===== src/hdl/text_window_cursor_writer_core_assert.svh =====
// assertion macros for the text window cursor core
`ifndef TEXT_WINDOW_CURSOR_WRITER_CORE_ASSERT_SVH
`define TEXT_WINDOW_CURSOR_WRITER_CORE_ASSERT_SVH

// same-cycle implication, checked outside reset
`define TWCW_ASSERT_NOW(label, ante, cons) \
  label: assert property (@(posedge clk) disable iff (rst) (ante) |-> (cons)) \
    else $error("twcw assertion failed");

// next-cycle implication, checked outside reset
`define TWCW_ASSERT_NEXT(label, ante, cons) \
  label: assert property (@(posedge clk) disable iff (rst) (ante) |=> (cons)) \
    else $error("twcw assertion failed");

`endif


===== src/hdl/twcw_pkg.sv =====
package twcw_pkg;

  // cursor space limits
  localparam int MAX_ROWS = 64;
  localparam int MAX_COLS = 128;

  // control codes
  localparam logic [7:0] CODE_NUL = 8'd0;
  localparam logic [7:0] CODE_BEL = 8'd7;
  localparam logic [7:0] CODE_BS  = 8'd8;
  localparam logic [7:0] CODE_LF  = 8'd10;
  localparam logic [7:0] CODE_CR  = 8'd13;

  // item kinds
  localparam logic KIND_CHAR = 1'b0;
  localparam logic KIND_SET  = 1'b1;

  // configuration register indexes
  localparam logic [2:0] REG_WINDOW_LEFT    = 3'd0;
  localparam logic [2:0] REG_WINDOW_RIGHT   = 3'd1;
  localparam logic [2:0] REG_WINDOW_TOP     = 3'd2;
  localparam logic [2:0] REG_WINDOW_BOTTOM  = 3'd3;
  localparam logic [2:0] REG_CELL_ATTRIBUTE = 3'd4;
  localparam logic [2:0] REG_SCROLL_ENABLE  = 3'd5;

  typedef struct packed {
    logic [6:0]  window_left;
    logic [6:0]  window_right;
    logic [5:0]  window_top;
    logic [5:0]  window_bottom;
    logic [15:0] cell_attribute;
    logic        scroll_enable;
  } cfg_t;

  typedef struct packed {
    logic       kind;
    logic [7:0] char_code;
    logic [5:0] set_row;
    logic [6:0] set_col;
  } item_t;

  typedef struct packed {
    logic        write_valid;
    logic [5:0]  write_row;
    logic [6:0]  write_col;
    logic [7:0]  write_char;
    logic [15:0] write_attr;
    logic        bell_pulse;
    logic        scroll_request;
    logic [5:0]  cursor_row;
    logic [6:0]  cursor_col;
  } res_t;

endpackage


===== src/hdl/text_window_cursor_writer_core.sv =====
// Cursor engine for a text window on a character console. Each input
// transaction (a character, or a set-cursor command when s_tuser is 1) gives
// exactly one output transaction with the cell write, bell and scroll flags
// and the new cursor position. One item is taken per cycle unless m_tready
// stalls the output; an item passes the input register, then the output
// register. The rate is set by the cursor loop: the input register feeds the
// step logic, whose result loads the cursor registers and the output register
// in the same edge, so the next item already sees the updated cursor. Window
// registers are to be written through the cfg port while no item is in flight;
// the block does not enforce it. Writes to indexes above five are ignored.
module text_window_cursor_writer_core (
  input  logic        clk,
  input  logic        rst,
  // configuration write channel
  input  logic        cfg_valid,
  output logic        cfg_ready,
  input  logic [2:0]  cfg_index,
  input  logic [15:0] cfg_data,
  // item input
  input  logic        s_tvalid,
  output logic        s_tready,
  input  logic [23:0] s_tdata,   // char_code[7:0], set_row[13:8], set_col[20:14], zero
  input  logic        s_tuser,   // kind
  // result output
  output logic        m_tvalid,
  input  logic        m_tready,
  output logic [55:0] m_tdata    // write_valid[0], write_row[6:1], write_col[13:7],
                                 // write_char[21:14], write_attr[37:22],
                                 // bell_pulse[38], scroll_request[39],
                                 // cursor_row[45:40], cursor_col[52:46], zero
);

  twcw_pkg::cfg_t  cfg;
  twcw_pkg::item_t item;
  twcw_pkg::res_t  res_next;
  twcw_pkg::res_t  res;

  logic       item_valid;
  logic       out_free;
  logic       advance;
  logic [5:0] cur_row;
  logic [6:0] cur_col;

  // configuration registers
  twcw_cfg u_cfg (
    .clk       (clk),
    .rst       (rst),
    .cfg_valid (cfg_valid),
    .cfg_ready (cfg_ready),
    .cfg_index (cfg_index),
    .cfg_data  (cfg_data),
    .cfg       (cfg)
  );

  // cursor update logic
  twcw_step u_step (
    .cfg     (cfg),
    .item    (item),
    .cur_row (cur_row),
    .cur_col (cur_col),
    .res     (res_next)
  );

  // pipeline flow
  assign out_free = !m_tvalid || m_tready;
  assign advance  = item_valid && out_free;
  assign s_tready = !item_valid || advance;

  // input register
  always_ff @(posedge clk) begin
    if (rst) begin
      item_valid <= 1'b0;
    end else if (s_tready) begin
      item_valid <= s_tvalid;
    end
    if (s_tvalid && s_tready) begin
      item.kind      <= s_tuser;
      item.char_code <= s_tdata[7:0];
      item.set_row   <= s_tdata[13:8];
      item.set_col   <= s_tdata[20:14];
    end
  end

  // cursor state and result register
  always_ff @(posedge clk) begin
    if (rst) begin
      cur_row  <= 6'd0;
      cur_col  <= 7'd0;
      m_tvalid <= 1'b0;
    end else begin
      if (advance) begin
        cur_row <= res_next.cursor_row;
        cur_col <= res_next.cursor_col;
      end
      if (out_free) begin
        m_tvalid <= item_valid;
      end
    end
    if (advance) begin
      res <= res_next;
    end
  end

  // output packing
  assign m_tdata = {3'b000, res.cursor_col, res.cursor_row, res.scroll_request,
                    res.bell_pulse, res.write_attr, res.write_char, res.write_col,
                    res.write_row, res.write_valid};

`include "text_window_cursor_writer_core_assert.svh"

  `TWCW_ASSERT_NEXT(a_cursor_follows_result, advance,
    cur_row == res.cursor_row && cur_col == res.cursor_col)
  `TWCW_ASSERT_NOW(a_empty_stage_ready, !item_valid, s_tready)
  `TWCW_ASSERT_NOW(a_write_not_bell, m_tvalid && res.write_valid, !res.bell_pulse)
  `TWCW_ASSERT_NOW(a_idle_write_zero, m_tvalid && !res.write_valid,
    res.write_row == 6'd0 && res.write_col == 7'd0 && res.write_char == 8'd0 &&
    res.write_attr == 16'd0)

endmodule


===== src/hdl/twcw_cfg.sv =====
module twcw_cfg (
  input  logic                clk,
  input  logic                rst,
  input  logic                cfg_valid,
  output logic                cfg_ready,
  input  logic [2:0]          cfg_index,
  input  logic [15:0]         cfg_data,
  output twcw_pkg::cfg_t      cfg
);

  // writes are always taken
  assign cfg_ready = 1'b1;

  // register file, unknown indexes are dropped
  always_ff @(posedge clk) begin
    if (rst) begin
      cfg.window_left    <= 7'd0;
      cfg.window_right   <= 7'd79;
      cfg.window_top     <= 6'd0;
      cfg.window_bottom  <= 6'd24;
      cfg.cell_attribute <= 16'd7;
      cfg.scroll_enable  <= 1'b1;
    end else if (cfg_valid && cfg_ready) begin
      case (cfg_index)
        twcw_pkg::REG_WINDOW_LEFT:    cfg.window_left    <= cfg_data[6:0];
        twcw_pkg::REG_WINDOW_RIGHT:   cfg.window_right   <= cfg_data[6:0];
        twcw_pkg::REG_WINDOW_TOP:     cfg.window_top     <= cfg_data[5:0];
        twcw_pkg::REG_WINDOW_BOTTOM:  cfg.window_bottom  <= cfg_data[5:0];
        twcw_pkg::REG_CELL_ATTRIBUTE: cfg.cell_attribute <= cfg_data;
        twcw_pkg::REG_SCROLL_ENABLE:  cfg.scroll_enable  <= cfg_data[0];
        default: ;
      endcase
    end
  end

endmodule


===== src/hdl/twcw_step.sv =====
module twcw_step (
  input  twcw_pkg::cfg_t  cfg,
  input  twcw_pkg::item_t item,
  input  logic [5:0]      cur_row,
  input  logic [6:0]      cur_col,
  output twcw_pkg::res_t  res
);

  localparam logic [7:0] ROW_LAST = 8'(twcw_pkg::MAX_ROWS - 1);
  localparam logic [7:0] COL_LAST = 8'(twcw_pkg::MAX_COLS - 1);

  // row and col carry headroom: row can reach two past the last row, col one past
  logic [7:0] row;
  logic [7:0] col;

  always_comb begin
    row = {2'b00, cur_row};
    col = {1'b0, cur_col};
    res = '0;

    if (item.kind == twcw_pkg::KIND_SET) begin
      // load position, clipped to the cursor space
      row = ({2'b00, item.set_row} > ROW_LAST) ? ROW_LAST : {2'b00, item.set_row};
      col = ({1'b0, item.set_col} > COL_LAST) ? COL_LAST : {1'b0, item.set_col};
    end else if (item.char_code != twcw_pkg::CODE_NUL) begin
      // control code or printable
      case (item.char_code)
        twcw_pkg::CODE_LF: row = row + 8'd1;
        twcw_pkg::CODE_CR: col = {1'b0, cfg.window_left};
        twcw_pkg::CODE_BS: begin
          if (col > {1'b0, cfg.window_left}) begin
            col = col - 8'd1;
          end else if (row > {2'b00, cfg.window_top}) begin
            row = row - 8'd1;
            col = {1'b0, cfg.window_right};
          end
        end
        twcw_pkg::CODE_BEL: res.bell_pulse = 1'b1;
        default: begin
          res.write_valid = 1'b1;
          res.write_row   = cur_row;
          res.write_col   = cur_col;
          res.write_char  = item.char_code;
          res.write_attr  = cfg.cell_attribute;
          col = col + 8'd1;
        end
      endcase

      // right edge wrap
      if (col > {1'b0, cfg.window_right}) begin
        col = {1'b0, cfg.window_left};
        row = row + 8'd1;
      end

      // bottom edge, one step back only
      if (row > {2'b00, cfg.window_bottom}) begin
        res.scroll_request = cfg.scroll_enable;
        row = row - 8'd1;
      end
    end

    res.cursor_row = row[5:0];
    res.cursor_col = col[6:0];
  end

endmodule


===== config.mk =====
export PLATFORM = sky130hd
export DESIGN_NAME = text_window_cursor_writer_core
export DESIGN_NICKNAME = d
export VERILOG_FILES = /design/src/hdl/twcw_pkg.sv /design/src/hdl/text_window_cursor_writer_core.sv /design/src/hdl/twcw_cfg.sv /design/src/hdl/twcw_step.sv
export VERILOG_INCLUDE_DIRS = /design/src /design/src/hdl
export SDC_FILE = /design/constraint.sdc
export NUM_CORES = 1
export LEC_CHECK = 0
export ABC_AREA = 0
export ABC_CLOCK_PERIOD_IN_PS = 7000
export BUFFER_PORTS_ARGS = -buffer_cell sky130_fd_sc_hd__buf_2
export CAP_MARGIN = 40
export CORE_MARGIN = 4
export CORE_UTILIZATION = 57
export CTS_CLUSTER_SIZE = 25
export DETAILED_ROUTE_END_ITERATION = 8
export PLACE_DENSITY = 0.79
export RECOVER_POWER = 50
export SLEW_MARGIN = 20
export SYNTH_ARGS = -nofsm -noshare
export SYNTH_HDL_FRONTEND = slang
export SYNTH_SLANG_ARGS = --single-unit
export TNS_END_PERCENT = 1

===== constraint.sdc =====
create_clock -name clk -period 7 [get_ports clk]
set_input_delay 1.4 -clock clk [delete_from_list [all_inputs] [get_ports clk]]
set_output_delay 1.4 -clock clk [all_outputs]
set_load 0.005 [all_outputs]

Yosys cells after proc, flatten, opt, wreduce, memory -nomap -nowiden:

Cells that the tools add are included.

* register bits after elaboration: 133
* logic and storage cells: 84
* output and inout bits: 59

* equality and inequality tests: 9
* muxes and demuxes: 21
* order comparisons: 4
* add/subtract/negate cells: 6
* reduce and logical (&&, ||, !) cells: 19
* bitwise gates (word level): 2

Operators by type and width (count)
* 8-bit two-way mux: 10
* 38-bit two-way mux: 1
* 7-bit two-way mux: 4
* 8-bit by 4-bit equality test with 1-bit output (second input constant): 3
* 8-bit case mux with 3 select lines: 1
* 6-bit two-way mux: 3
* 8-bit case mux with 2 select lines: 1
* 2-bit AND reduction: 6
* 7-bit by 1-bit adder with 8-bit output (second input constant): 1
* 8-bit by 1-bit adder with 8-bit output (second input constant): 1
* 8-bit by 3-bit equality test with 1-bit output (second input constant): 1
* 8-bit by 6-bit greater-than comparator with 1-bit output: 1
* 8-bit by 7-bit greater-than comparator with 1-bit output: 1
* 8-bit nonzero test: 1
* 7-bit by 1-bit subtractor with 8-bit output (second input constant): 1
* 6-bit by 1-bit adder with 7-bit output (second input constant): 1
* 7-bit greater-than comparator: 1
* 6-bit by 1-bit subtractor with 7-bit output (second input constant): 1
* 3-bit by 2-bit equality test with 1-bit output (second input constant): 2
* 3-bit equality test (second input constant): 2
* 6-bit greater-than comparator: 1
* 6-bit OR reduction: 1
* 6-bit by 1-bit subtractor with 6-bit output (second input constant): 1
* 2-bit OR reduction: 2
* other kinds (9): 13

Logic depth before layout (Yosys ltp):

* depth after elaboration: 14
* depth in mapped cells: 32
* gate-level depth less buffers: 29

Modules after synthesis:

Synthesis repeated with hierarchy kept, for this count alone.

* cell total of the unflattened synthesis: 724
* area, all modules: 7488.4 µm²

Modules (own cells, without submodules)
* text_window_cursor_writer_core: seq. area each 2552.4 µm², area each 2961.6 µm², cells an instance 146, times used 1
* twcw_step: seq. area each 0.0 µm², area each 2722.6 µm², cells an instance 406, times used 1
* twcw_cfg: seq. area each 860.8 µm², area each 1804.2 µm², cells an instance 172, times used 1

Worst setup path before layout:

No wires, ideal clock.

* path kind: register -> register
* from: register cur_row[4]
* to: register cur_row[3]
* cell stages (with the launch flop): 29
* arrival time: 5.884 ns
* setup time: 0.091 ns
* slack: 1.025 ns
* required time: 6.909 ns
* period minus slack after synthesis: 5.975 ns
* cell sequence: dfxtp_1 > ha_1 > and4_1 > o21a_1 > o31ai_1 > nor2_1 > a21o_1 > o21ai_0 > ha_1 > a21o_1 > a21oi_1 > a21o_1 > a31oi_1 > a21oi_1 > clkbuf_4 > mux2i_2 > inv_1 > ha_1 > nor2b_1 > o21a_1 > o21a_1 > o21a_1 > o21ai_0 > a32oi_1 > a211o_4 > nand4_2 > xor2_1 > a211o_1 > a311oi_2

* longest elaborated chain between the ends: 14
* elaborated cells between the ends (all ways): 23
* classes of those cells: add/sub: 4; order compare: 3; mux: 16

RTL lines
* from (decl): line text_window_cursor_writer_core.sv:41 `logic [5:0] cur_row;`
* from (signal assigned): line text_window_cursor_writer_core.sv:92 `cur_row <= res_next.cursor_row;`
* 6-bit by 1-bit subtractor with 7-bit output / 6-bit greater-than comparator (equally long branches): line twcw_step.sv:34, twcw_step.sv:33
* 8-bit two-way mux / 7-bit two-way mux (equally long branches): line twcw_step.sv:33 `end else if (row > {2'b00, cfg.window_top}) begin`
* 8-bit two-way mux: line twcw_step.sv:31 `if (col > {1'b0, cfg.window_left}) begin`
* 8-bit case mux with 2 select lines / 8-bit case mux with 3 select lines (equally long branches): line twcw_step.sv:27 `case (item.char_code)`
* 8-bit two-way mux: line twcw_step.sv:25 `end else if (item.char_code != twcw_pkg::CODE_NUL) begin`
* 8-bit two-way mux: line twcw_step.sv:21 `if (item.kind == twcw_pkg::KIND_SET) begin`
* 8-bit by 1-bit adder with 8-bit output / 8-bit by 7-bit greater-than comparator with 1-bit output (equally long branches): line twcw_step.sv:52, twcw_step.sv:50
* 8-bit two-way mux (*): line twcw_step.sv:50 `if (col > {1'b0, cfg.window_right}) begin`
* 8-bit two-way mux (*): line twcw_step.sv:25
* 8-bit two-way mux (*): line twcw_step.sv:21
* 8-bit by 6-bit greater-than comparator with 1-bit output / 6-bit by 1-bit subtractor with 6-bit output (equally long branches): line twcw_step.sv:56, twcw_step.sv:58
* 6-bit two-way mux (*): line twcw_step.sv:56 `if (row > {2'b00, cfg.window_bottom}) begin`
* 6-bit two-way mux (*): line twcw_step.sv:25
* 6-bit two-way mux (*): line twcw_step.sv:21

Every way passes the cells marked *; elsewhere a longest branch is shown, timed or not. The select of a mux whose other input is x is not followed.
A chain may end at the register's enable or synchronous reset.

==> results.sh <==
export IMPL_clock_path_buffers=2
export IMPL_core_area_um2=12200
export IMPL_diodes=0
export IMPL_internal_power_mw=1.53
export IMPL_antenna_found_initial=0
export IMPL_hold_buffers=0
export IMPL_ctsResizeCount=0
export IMPL_synth_warnings=0
export IMPL_p_per_area_nw_per_um2=247
export IMPL_worstPathRequired_ns=7.17
export IMPL_ys_ff_latch=133
export IMPL_relSlewSlack_pct=-30.0
export IMPL_final_nets=899
export IMPL_drc_errors=0
export IMPL_place_ws_ns=0.565
export IMPL_critical_path_max_fanout=9
export IMPL_dieWidth_um=120
export IMPL_ir_worst_vdd_mv=0.232
export IMPL_final_layout_size_suffix_gt1_share_pct=20.9
export IMPL_tightest_slew_ns=1.95
export IMPL_syn_inst=715
export IMPL_grt_start_max_net_pins=45
export IMPL_clock_sinks=133
export IMPL_viasPerCell=5.88
export IMPL_switching_power_uw=552
export IMPL_cts_buffers=17
export IMPL_grt_pass1_vias=5835
export IMPL_pin_count=108
export IMPL_cts_htree_levels=4
export IMPL_clockPowerShare_pct=43.5
export IMPL_dieArea_um2=14400
export IMPL_design_area_um2=8450
export IMPL_drt_pass1_iterations=6
export IMPL_p_leak_nw=3.44
export IMPL_total_power_mw=2.09
export IMPL_swShare_pct=26.5
export IMPL_drt_iter0_drc=627
export IMPL_tritoncts="done"
export IMPL_cts_setup_buffers=0
export IMPL_synthTopCellsByArea="edfxtp_1 (32%), dfxtp_1 (16%), ha_1 (5.6%)"
export IMPL_critical_path_arrival_ns=6.63
export IMPL_drv_slew=45
export IMPL_grt_overflow=0
export IMPL_syn2layout_area_growth_pct=18.2
export IMPL_finalCritPeriodShare_pct=92.4
export IMPL_via_count=5878
export IMPL_io_buffers=100
export IMPL_track_usage_pct=26.6
export IMPL_cp_end_kind="flop"
export IMPL_finalHoldViolCount=0
export IMPL_dp_hpwl_mm=13.6
export IMPL_start_kind="flop"
export IMPL_start_util_pct=58.8
export IMPL_dpl_instance_area_um2=7890
export IMPL_worst_slack_ns=0.532
export IMPL_min_period_ns=6.47
export IMPL_detail_route_antenna_nets=0
export IMPL_final_cell_mix="buf_2 (80), edfxtp_1 (75), nand2_1 (67)"
export IMPL_cts_root_buf="clkbuf_16"
export IMPL_outcome="complete, but fails checks"
export IMPL_violations="max-capacitance violations, max-slew violations"
export IMPL_async_flop_share_pct=0
export IMPL_cap_violations=1
export IMPL_synth_ff_type="edfxtp_1"
export IMPL_fin_setup_tns_ns=0
export IMPL_min_path_type="flop to flop"
export IMPL_wire_per_inst_um=18.6
export IMPL_skew_ns=0.0105
export IMPL_mostFrequentLayoutCell="buf_2"
export IMPL_die_h_um=120
export IMPL_rows=40
export IMPL_critPathKind="flop to flop"
export IMPL_pwr_share_comb_pct=14.0
export IMPL_syn_mean_instance_area_um2=10.0
export IMPL_reg2reg_slack_ns=0.53
export IMPL_fmax_mhz=155
export IMPL_yosysSeqAreaShare_pct=47.8
export IMPL_synth_distinct_cells=79
export IMPL_synth_edf_count=75
export IMPL_wl_mm=18.6
export IMPL_holdWs_ns=0.450
export IMPL_yosysTopAreaCell="edfxtp_1"
export IMPL_p_seq_share_pct=42.5
export IMPL_synthDominantCellAreaShare_pct=31.5
export IMPL_rsz0062_at_grt="no"
export IMPL_grt_pass1_wl_mm=30.2
export IMPL_clk_latency_ns=0.42
export IMPL_place_gp_congestion=0.944
export IMPL_synth_area_um2=7150
export IMPL_clkTransAtPathRegs_ns=0.06
export IMPL_finalSetupViolCount=0
power groups by stage:
| stage | combinational (mW) | clock, mW | sequential, mW |
|---|---|---|---|
| after floorplan | 0.191 | 0 | 0.895 |
| after global placement | 0.278 | 0 | 0.903 |
| after detailed placement | 0.288 | 0 | 0.904 |
| after CTS | 0.291 | 0.915 | 0.888 |
| after global routing | 0.321 | 0.958 | 0.890 |
| final | 0.292 | 0.906 | 0.887 |
sequential cells by signal, summed over array words and instances (netlist names):
name / count
item: 22
item_valid: 1
m_tdata: 53
u_cfg.cfg: 43
cur_row: 6
cur_col: 7
m_tvalid: 1
per-layer routing:
metal,wire [um],track usage (%)
met5,0,0
met4,261,6.51
met3,1230,5.94
met2,8610,41.8
met1,8460,37.6
cells by family (layout without fill, tap and decap cells):
kind of cell    Yosys count  count (layout)  share of synthesized area, %
simple gates            265             265                          19.7
compound gates          148             148                          14.9
flops                   133             133                          47.8
buf+inv                  87             201                          5.22
mux                      37              37                          5.36
fa+ha+maj                32              32                          5.60
xor+xnor                 11              11                          1.35
other cells               2               4                         0.105
through the flow:
stage          instances  util, %
4_1_cts              998     69.8
5_1_grt              999     69.5
2_1_floorplan        717        -
6_report             999     69.5
3_5_place_dp         966     64.9
3_3_place_gp         963     64.5
synthesized netlist by cell type, types with 6 or more instances:
library cell and number:
a211o_1 8, o21a_1 8, a221oi_1 6, a21o_1 11
nand3_1 10, xnor2_1 6, mux2i_1 29, nand2b_1 12
nor2_1 56, nand2_1 68, nor3_1 23, edfxtp_1 75
o21ai_0 21, o31ai_1 6, nand4_1 8, inv_1 37
ha_1 32, nor2b_1 12, mux2_2 7, nor3b_1 7
nor4_1 6, dfxtp_1 58, and3_1 29, a21oi_1 42
clkbuf_1 35
worst paths after layout:
kind / startpoint / end / cells past startpoint
max reg2reg: cur_col[0]$_SDFFE_PP0P_ / m_tdata[45]$_DFFE_PP_ / 26
min reg2reg: u_cfg.cfg[7]$_SDFFE_PP0P_ / u_cfg.cfg[7]$_SDFFE_PP0P_ / 2
max: cur_col[0]$_SDFFE_PP0P_ / m_tdata[45]$_DFFE_PP_ / 26
min: u_cfg.cfg[7]$_SDFFE_PP0P_ / u_cfg.cfg[7]$_SDFFE_PP0P_ / 2
critical path, cell delays in order (launching register included):
cell      delay [ns]
dfxtp_1         0.54
inv_1           0.23
ha_1            0.23
nand3b_1        0.15
a21oi_1         0.17
o22a_1          0.36
nor2_1          0.12
buf_4           0.17
a21o_1          0.17
o21ai_0         0.24
ha_1            0.30
a21o_1          0.18
a21oi_1         0.20
a21o_1          0.15
a31oi_1         0.07
a22oi_1         0.36
and3b_2         0.30
xnor2_1         0.34
ha_1            0.32
and4_1          0.20
a32oi_1         0.30
nand4b_2        0.25
nand4_2         0.14
nor3_1          0.26
mux2i_1         0.24
buf_4           0.16
nor2_1          0.05
area by class of cell:
| class | instances | area [um2] |
|---|---|---|
| Timing Repair Buffer | 132 | 704 |
| Tap cell | 168 | 210 |
| Sequential cell | 133 | 3410 |
| Clock inverter | 12 | 143 |
| Inverter | 37 | 139 |
| Clock buffer | 20 | 458 |
| Multi-Input combinational cell | 497 | 3380 |
| Fill cell | 912 | 3710 |
(Power assumes the default switching activity.)
